**config.mk**
```make
export PLATFORM = sky130hd
export DESIGN_NAME = sequential_list_engine_top
export DESIGN_NICKNAME = d
export VERILOG_FILES = /design/src/seqle_pkg.sv /design/src/seqle_ram.sv /design/src/sequential_list_engine_top.sv
export SDC_FILE = /design/constraint.sdc
export NUM_CORES = 2
export LEC_CHECK = 0
export BUFFER_PORTS_ARGS = -buffer_cell sky130_fd_sc_hd__buf_4
export CAP_MARGIN = 20
export CELL_PAD_IN_SITES_DETAIL_PLACEMENT = 1
export CELL_PAD_IN_SITES_GLOBAL_PLACEMENT = 2
export CORE_MARGIN = 10
export CORE_UTILIZATION = 45
export CTS_CLUSTER_SIZE = 30
export DETAILED_ROUTE_END_ITERATION = 7
export PLACE_DENSITY = 0.89
export SYNTH_ARGS = -nofsm -noshare
export SYNTH_HDL_FRONTEND = slang
export SYNTH_SLANG_ARGS = --single-unit
```
**constraint.sdc**
```tcl
create_clock -name aclk -period 4.2 [get_ports aclk]
set_input_delay 0.42 -clock aclk [delete_from_list [all_inputs] [get_ports aclk]]
set_output_delay 0.42 -clock aclk [all_outputs]
set_load 0.03 [all_outputs]
```
**src/seqle_pkg.sv**
```systemverilog
// Shared constants for the sequential list engine: field widths and command codes.
package seqle_pkg;

    localparam int CMD_W     = 3;
    localparam int POS_W     = 7;
    localparam int VAL_W     = 32;
    localparam int CNT_W     = 7;
    localparam int S_TDATA_W = 48;
    localparam int M_TDATA_W = 48;

    localparam logic [CMD_W-1:0] CMD_GET    = 3'd0;
    localparam logic [CMD_W-1:0] CMD_LOCATE = 3'd1;
    localparam logic [CMD_W-1:0] CMD_INSERT = 3'd2;
    localparam logic [CMD_W-1:0] CMD_DELETE = 3'd3;
    localparam logic [CMD_W-1:0] CMD_CLEAR  = 3'd4;

endpackage

```
**src/seqle_ram.sv**
```systemverilog
// Generic single-write, single-read RAM with registered read data.
module seqle_ram #(
    parameter int WIDTH = 32,
    parameter int DEPTH = 64
) (
    input  logic                     aclk,
    input  logic                     we,
    input  logic [$clog2(DEPTH)-1:0] waddr,
    input  logic [WIDTH-1:0]         wdata,
    input  logic [$clog2(DEPTH)-1:0] raddr,
    output logic [WIDTH-1:0]         rdata
);

    logic [WIDTH-1:0] mem [DEPTH];
    logic [WIDTH-1:0] rdata_reg;

    always_ff @(posedge aclk) begin
        if (we) begin
            mem[waddr] <= wdata;
        end
        rdata_reg <= mem[raddr];
    end

    assign rdata = rdata_reg;

endmodule

```
**src/sequential_list_engine_top.sv**
```systemverilog
// Top level of the sequential list engine: command sequencer over one list RAM.
//
// Usage:
//   Input channel s_*: one command per transfer (get, locate, insert, delete,
//   clear) with a 1-based position and a 32-bit signed value. Output channel
//   m_*: exactly one result per command (ok, value_out, found_at, count,
//   is_empty), in command order.
//   The list lives in one RAM with one write and one registered read port.
//   A sequencer moves or compares one entry per cycle through that port pair.
//   Order of steps per command: get reads the entry at the position; insert
//   shifts entries from the list end down to the position, then writes the
//   value; delete reads the entry, then shifts the entries behind it up one
//   place; locate compares entries from the first on until a match or the end;
//   clear and rejected commands go straight to the result.
//   s_tready is high only while the sequencer is idle; one command at a time.
//   A finished result sits in the output register, so the next command is
//   taken while it waits. If the receiver stalls, the following result waits
//   in the sequencer until the output register frees up.
//   Reset (aresetn low, synchronous) empties the list and drops any result.
module sequential_list_engine_top import seqle_pkg::*; #(
    parameter int DEPTH = 64
) (
    input  logic                 aclk,
    input  logic                 aresetn,
    input  logic                 s_tvalid,
    output logic                 s_tready,
    // cmd[2:0], position[9:3], value_in[41:10], zero pad [47:42]
    input  logic [S_TDATA_W-1:0] s_tdata,
    output logic                 m_tvalid,
    input  logic                 m_tready,
    // ok[0], value_out[32:1], found_at[39:33], count[46:40], is_empty[47]
    output logic [M_TDATA_W-1:0] m_tdata
);

    localparam int AW = $clog2(DEPTH);
    localparam int LW = $clog2(DEPTH + 1);
    localparam int CW = ((LW > POS_W) ? LW : POS_W) + 1;

    localparam logic [2:0] ST_IDLE   = 3'd0;
    localparam logic [2:0] ST_GET    = 3'd1;
    localparam logic [2:0] ST_LOC    = 3'd2;
    localparam logic [2:0] ST_INS    = 3'd3;
    localparam logic [2:0] ST_PUT    = 3'd4;
    localparam logic [2:0] ST_DFIRST = 3'd5;
    localparam logic [2:0] ST_DEL    = 3'd6;
    localparam logic [2:0] ST_DONE   = 3'd7;

    logic [2:0]           state_reg, state_next;
    logic [LW-1:0]        len_reg, len_next;
    logic                 m_tvalid_reg, m_tvalid_next;
    logic [M_TDATA_W-1:0] m_tdata_reg, m_tdata_next;
    logic [CW-1:0]        pos_reg, pos_next;
    logic [VAL_W-1:0]     val_reg, val_next;
    logic [AW-1:0]        idx_reg, idx_next;
    logic                 ok_reg, ok_next;
    logic [VAL_W-1:0]     vout_reg, vout_next;
    logic [CNT_W-1:0]     found_reg, found_next;

    logic [CMD_W-1:0]     in_cmd;
    logic [POS_W-1:0]     in_pos;
    logic [VAL_W-1:0]     in_val;
    logic [CW-1:0]        pos_c, len_c;
    logic                 get_ok, ins_ok;

    logic                 mem_we;
    logic [AW-1:0]        mem_waddr, mem_raddr;
    logic [VAL_W-1:0]     mem_wdata, mem_rdata;

    assign in_cmd = s_tdata[2:0];
    assign in_pos = s_tdata[9:3];
    assign in_val = s_tdata[41:10];

    assign pos_c  = CW'(in_pos);
    assign len_c  = CW'(len_reg);
    assign get_ok = (pos_c != '0) && (pos_c <= len_c);
    assign ins_ok = (pos_c != '0) && (pos_c <= len_c + CW'(1)) && (len_c < CW'(DEPTH));

    assign s_tready = (state_reg == ST_IDLE);
    assign m_tvalid = m_tvalid_reg;
    assign m_tdata  = m_tdata_reg;

    seqle_ram #(
        .WIDTH(VAL_W),
        .DEPTH(DEPTH)
    ) u_list_ram (
        .aclk (aclk),
        .we   (mem_we),
        .waddr(mem_waddr),
        .wdata(mem_wdata),
        .raddr(mem_raddr),
        .rdata(mem_rdata)
    );

    always_comb begin
        state_next    = state_reg;
        len_next      = len_reg;
        m_tvalid_next = m_tvalid_reg && !m_tready;
        m_tdata_next  = m_tdata_reg;
        pos_next      = pos_reg;
        val_next      = val_reg;
        idx_next      = idx_reg;
        ok_next       = ok_reg;
        vout_next     = vout_reg;
        found_next    = found_reg;
        mem_we        = 1'b0;
        mem_waddr     = idx_reg;
        mem_wdata     = mem_rdata;
        mem_raddr     = '0;

        unique case (state_reg)
            ST_IDLE: begin
                mem_raddr = AW'(pos_c - CW'(1));
                if (s_tvalid) begin
                    pos_next   = pos_c;
                    val_next   = in_val;
                    ok_next    = 1'b0;
                    vout_next  = '0;
                    found_next = '0;
                    unique case (in_cmd)
                        CMD_GET: begin
                            state_next = get_ok ? ST_GET : ST_DONE;
                        end
                        CMD_LOCATE: begin
                            mem_raddr = '0;
                            ok_next   = 1'b1;
                            idx_next  = '0;
                            state_next = (len_reg == '0) ? ST_DONE : ST_LOC;
                        end
                        CMD_INSERT: begin
                            mem_raddr = AW'(len_c - CW'(1));
                            idx_next  = AW'(len_c);
                            if (!ins_ok) begin
                                state_next = ST_DONE;
                            end else if (pos_c == len_c + CW'(1)) begin
                                state_next = ST_PUT;
                            end else begin
                                state_next = ST_INS;
                            end
                        end
                        CMD_DELETE: begin
                            state_next = get_ok ? ST_DFIRST : ST_DONE;
                        end
                        CMD_CLEAR: begin
                            len_next   = '0;
                            ok_next    = 1'b1;
                            state_next = ST_DONE;
                        end
                        default: begin
                            state_next = ST_DONE;
                        end
                    endcase
                end
            end
            ST_GET: begin
                vout_next  = mem_rdata;
                ok_next    = 1'b1;
                state_next = ST_DONE;
            end
            ST_LOC: begin
                mem_raddr = idx_reg + AW'(1);
                if (mem_rdata == val_reg) begin
                    found_next = CNT_W'(CW'(idx_reg) + CW'(1));
                    state_next = ST_DONE;
                end else if (CW'(idx_reg) + CW'(1) == len_c) begin
                    state_next = ST_DONE;
                end else begin
                    idx_next = idx_reg + AW'(1);
                end
            end
            ST_INS: begin
                mem_we    = 1'b1;
                mem_waddr = idx_reg;
                mem_wdata = mem_rdata;
                mem_raddr = idx_reg - AW'(2);
                if (CW'(idx_reg) == pos_reg) begin
                    state_next = ST_PUT;
                end else begin
                    idx_next = idx_reg - AW'(1);
                end
            end
            ST_PUT: begin
                mem_we     = 1'b1;
                mem_waddr  = AW'(pos_reg - CW'(1));
                mem_wdata  = val_reg;
                len_next   = len_reg + LW'(1);
                ok_next    = 1'b1;
                state_next = ST_DONE;
            end
            ST_DFIRST: begin
                vout_next = mem_rdata;
                ok_next   = 1'b1;
                mem_raddr = AW'(pos_reg);
                idx_next  = AW'(pos_reg - CW'(1));
                if (pos_reg == len_c) begin
                    len_next   = len_reg - LW'(1);
                    state_next = ST_DONE;
                end else begin
                    state_next = ST_DEL;
                end
            end
            ST_DEL: begin
                mem_we    = 1'b1;
                mem_waddr = idx_reg;
                mem_wdata = mem_rdata;
                mem_raddr = idx_reg + AW'(2);
                if (CW'(idx_reg) + CW'(2) == len_c) begin
                    len_next   = len_reg - LW'(1);
                    state_next = ST_DONE;
                end else begin
                    idx_next = idx_reg + AW'(1);
                end
            end
            ST_DONE: begin
                if (!m_tvalid_reg || m_tready) begin
                    m_tvalid_next = 1'b1;
                    m_tdata_next  = {(len_reg == '0), CNT_W'(len_reg), found_reg,
                                     vout_reg, ok_reg};
                    state_next    = ST_IDLE;
                end
            end
            default: begin
                state_next = ST_IDLE;
            end
        endcase
    end

    always_ff @(posedge aclk) begin
        if (!aresetn) begin
            state_reg    <= ST_IDLE;
            len_reg      <= '0;
            m_tvalid_reg <= 1'b0;
        end else begin
            state_reg    <= state_next;
            len_reg      <= len_next;
            m_tvalid_reg <= m_tvalid_next;
        end
    end

    always_ff @(posedge aclk) begin
        m_tdata_reg <= m_tdata_next;
        pos_reg     <= pos_next;
        val_reg     <= val_next;
        idx_reg     <= idx_next;
        ok_reg      <= ok_next;
        vout_reg    <= vout_next;
        found_reg   <= found_next;
    end

    a_busy_after_accept: assert property (@(posedge aclk) disable iff (!aresetn)
        (s_tvalid && s_tready) |=> !s_tready)
        else $error("input taken while a command is in progress");

    a_len_bound: assert property (@(posedge aclk) disable iff (!aresetn)
        CW'(len_reg) <= CW'(DEPTH))
        else $error("list length beyond capacity");

    a_no_write_idle: assert property (@(posedge aclk) disable iff (!aresetn)
        (state_reg == ST_IDLE) |-> !mem_we)
        else $error("list RAM written while idle");

    a_scan_in_range: assert property (@(posedge aclk) disable iff (!aresetn)
        (state_reg == ST_LOC) |-> (CW'(idx_reg) < len_c))
        else $error("locate scan past list end");

    a_reject_clean: assert property (@(posedge aclk) disable iff (!aresetn)
        (m_tvalid && !m_tdata[0]) |-> (m_tdata[32:1] == '0 && m_tdata[39:33] == '0))
        else $error("rejected command carries data");

endmodule
```
==> impl_metrics.toml <==
[sta]
fin_ws_ns = -0.006446
maxSlewViolCount = 0
worst_pin_slew_ns = 1.067
fin_worst_skew_ns = 0.04637
rsz0062_at_grt = "yes"
fmax_mhz = 237.7
max_slew_margin_pct = 28.36
finalCritPeriodShare_pct = 100.2
setup_viol = 1
final-hold-violation-count = 0
period_minus_slack_ns = 4.206

[yosys]
synth_edf_count = 2181
synth_top_area_share_pct = 73.61
ys_ff_latch = 2224
synth_largest_area_cell = "edfxtp_1"
synth_top_flop_cell = "edfxtp_1"
synth_cells = 6666
async_reset_ff_share_pct = 0
ys_seq_area_share_pct = 74.58
synth_common_cells = "edfxtp_1, nand2_1, nand3_1"
synth.most_common_cell = "edfxtp_1"
synth_area_leaders = "edfxtp_1, nand2_1, nand3_1"
yosys_warnings = 0
yosys.cell_types.count = 84
syn_area_per_cell_um2 = 13.35
netlist_area_um2 = 88970
synth_nets = 6752

[critical_path]
startpoint_type = "register"
cp_cell_sequence = "buf_4 -> nor2_1 -> nand2_1 -> inv_1 -> o211ai_1 -> o2111a_4 -> buf_16 -> buf_12 -> nand2_1 -> nand3_1 -> nand4_1 -> a22oi_1 -> buf_4 -> o211ai_1 -> nor2_1"
criticalPathCategory = "register to register"
critPathSlowestCell = "o2111a_4"
required_ns = 4.98
rr_worst_depth = 15
critical-path-top-delay-family = "compound AO/OA/AOI/OAI gates"
cp_num_buf_inv = 5
r2r_start = "state_reg[2]"
reg2reg_to = "u_list_ram.rdata[15]"
endpoint_kind = "register"
arrival_ns = 4.98
crit_fanout = 45
rrSetupSlack_ns = -0.006
slowest_delay_ns = 0.64

[global_route]
grt_pass1_vias = 63210
grt_pass1_wl_um = 427500
grtUsageTotal_pct = 26.55
grt.overflow.total = 0
grt_max_degree = 128
antenna_found_initial = 14

[power_and_ir_drop]
ir_drop_mv = 0.7459
p_clk_share_pct = 20.9
seq_power_share_pct = 33.2
power.leakage_nw = 35.27
p_switching_mw = 39.59
comb_power_share_pct = 45.9
internal_power_mw = 52.93
cellPowerDensity_nw_per_um2 = 896.3
p_sw_share_pct = 42.79

[placement]
place_hpwl_um = 170700
port_buffers = 95
place.gp.congestion = 0.8975
place_inst = 9363

[cts]
cts_sinks = 2224
clk_path_buf_depth = 3
cts_tree = "done"
h-tree-depth = 4
cts_inserted_buffers = 218
clock_latency_ns = 0.89
root_buffer = "clkbuf_16"
path_clk_slew_ns = 0.06

[hold_path]
hold_path_end = "ok_reg"
hold_path_depth = 3
hp-start = "s_tvalid"
hp-class = "input port to register"

[floorplanning]
rows = 163
start_util_pct = 45.16
ios = 102
die_width_um = 464.6
core_area_um2 = 197000
die_area_um2 = 215900
die_h_um = 464.6

[detailed_routing]
via_per_inst = 6.136
postRouteAntennaNets = 0
firstDrtPassIters = 6
totalWireLength_um = 296300
routedWlPerCell_um = 30.17
routed-via-count = 60270
drc = 0
drtIter0Drc = 7186

[cells_and_area]
area_growth_pct = 16.03
post-route-util_pct = 52.40
drive_gt1_share_pct = 12.81
largest_reg_flops = 2048
nNetsFinal = 7085
fin_cells = 9823

[outcome]
violations = "setup timing"
status = "finished, violations left"

[run]
cap_violations = 0
[cells in the final DEF (no fill, tap or decap), types with 91 or more instances in the layout]
cell / count
edfxtp_1: 2181
nand2_1: 1872
nand3_1: 899
buf_4: 373
clkbuf_16: 223
mux2i_1: 140
a22oi_1: 128
nor2_1: 106
a21oi_1: 97
buf_12: 91
[kinds of logic (layout without fill, tap and decap cells)]
group | after synthesis | after routing | synth area share (%)
flip-flops | 2224 | 2224 | 74.58
adder cells (fa/ha/maj) | 34 | 34 | 0.5035
AO/OA/AOI/OAI | 500 | 500 | 4.108
buffers and inverters | 432 | 946 | 2.163
multiplexers | 178 | 178 | 2.122
XOR/XNOR | 84 | 84 | 0.8269
other | 0 | 2 | 0
AND/OR/NAND/NOR | 3214 | 3215 | 15.70
[layout make-up]
| type | count | area [um^2] |
|---|---|---|
| diodes | 2 | 5.005 |
| clock buffers | 290 | 5921 |
| multi-input cells | 4011 | 21370 |
| clock inverters | 112 | 980.9 |
| flip-flops and latches | 2224 | 66350 |
| well taps | 2640 | 3303 |
| inverters | 27 | 101.3 |
| fillers | 19400 | 93780 |
| repair buffers | 517 | 5196 |
[power groups by stage]
stage          registers (mW)  clock network [mW]  logic, mW
4_1_cts                  30.7                19.4       41.4
3_3_place_gp             31.0                   0       38.9
6_report                 30.7                19.3       42.5
5_1_grt                  30.8                20.3       44.9
2_1_floorplan            30.6                   0       21.9
3_5_place_dp             31.1                   0       40.7
[worst reg2reg max path, cell delays in order, from the launching register on]
cell,delay [ns]
dfxtp_1,0.41
buf_4,0.33
nor2_1,0.15
nand2_1,0.12
inv_1,0.11
o211ai_1,0.31
o2111a_4,0.65
buf_16,0.36
buf_12,0.27
nand2_1,0.10
nand3_1,0.11
nand4_1,0.25
a22oi_1,0.28
buf_4,0.17
o211ai_1,0.30
nor2_1,0.21
[per-stage QoR]
step	area (um^2)	setup TNS (ns)	setup slack (ns)	power (mW)	hold WS, ns
floorplan	88970	0	0.3946	52.52	0.4003
global placement	95590	-1.449	-0.6428	69.95	0.4051
detailed placement	95630	0	0.04119	71.79	0.4090
CTS	103000	0	0.009819	91.53	0.003021
global route	103200	-0.2619	-0.07615	96.03	0.09222
finish	103200	-0.006446	-0.006446	92.52	0.07178
[worst max-delay path by stage]
stage	cells after the start	end	start
2_1_floorplan	12	u_list_ram.rdata[25]	state_reg[0]
3_3_place_gp	14	u_list_ram.rdata[19]	state_reg[2]
3_5_place_dp	16	u_list_ram.rdata[7]	state_reg[2]
4_1_cts	16	u_list_ram.rdata[7]	state_reg[2]
5_1_grt	15	u_list_ram.rdata[15]	state_reg[2]
6_report	15	u_list_ram.rdata[15]	state_reg[2]
[layer usage]
layer  wire length [um]  vias to the layer above  global-route usage, %
met5                 41                        -                      0
met4              16860                        6                  13.65
met3              27620                      769                  5.185
met2             140700                     3305                  43.29
met1             111200                    31040                  33.74
li1                   -                    25160                      -
[repair_timing]
| action | in CTS | in global routing |
|---|---|---|
| gates cloned | 0 | 2 |
| hold endpoints to repair | 51 | 0 |
| setup endpoints to repair | 3 | 22 |
| pin swaps | 1 | 5 |
| gates resized for setup | 2 | 18 |
| buffers inserted | 0 | 7 |
| hold buffers | 43 | 0 |
Note: power is estimated with default switching activity, not from simulation.
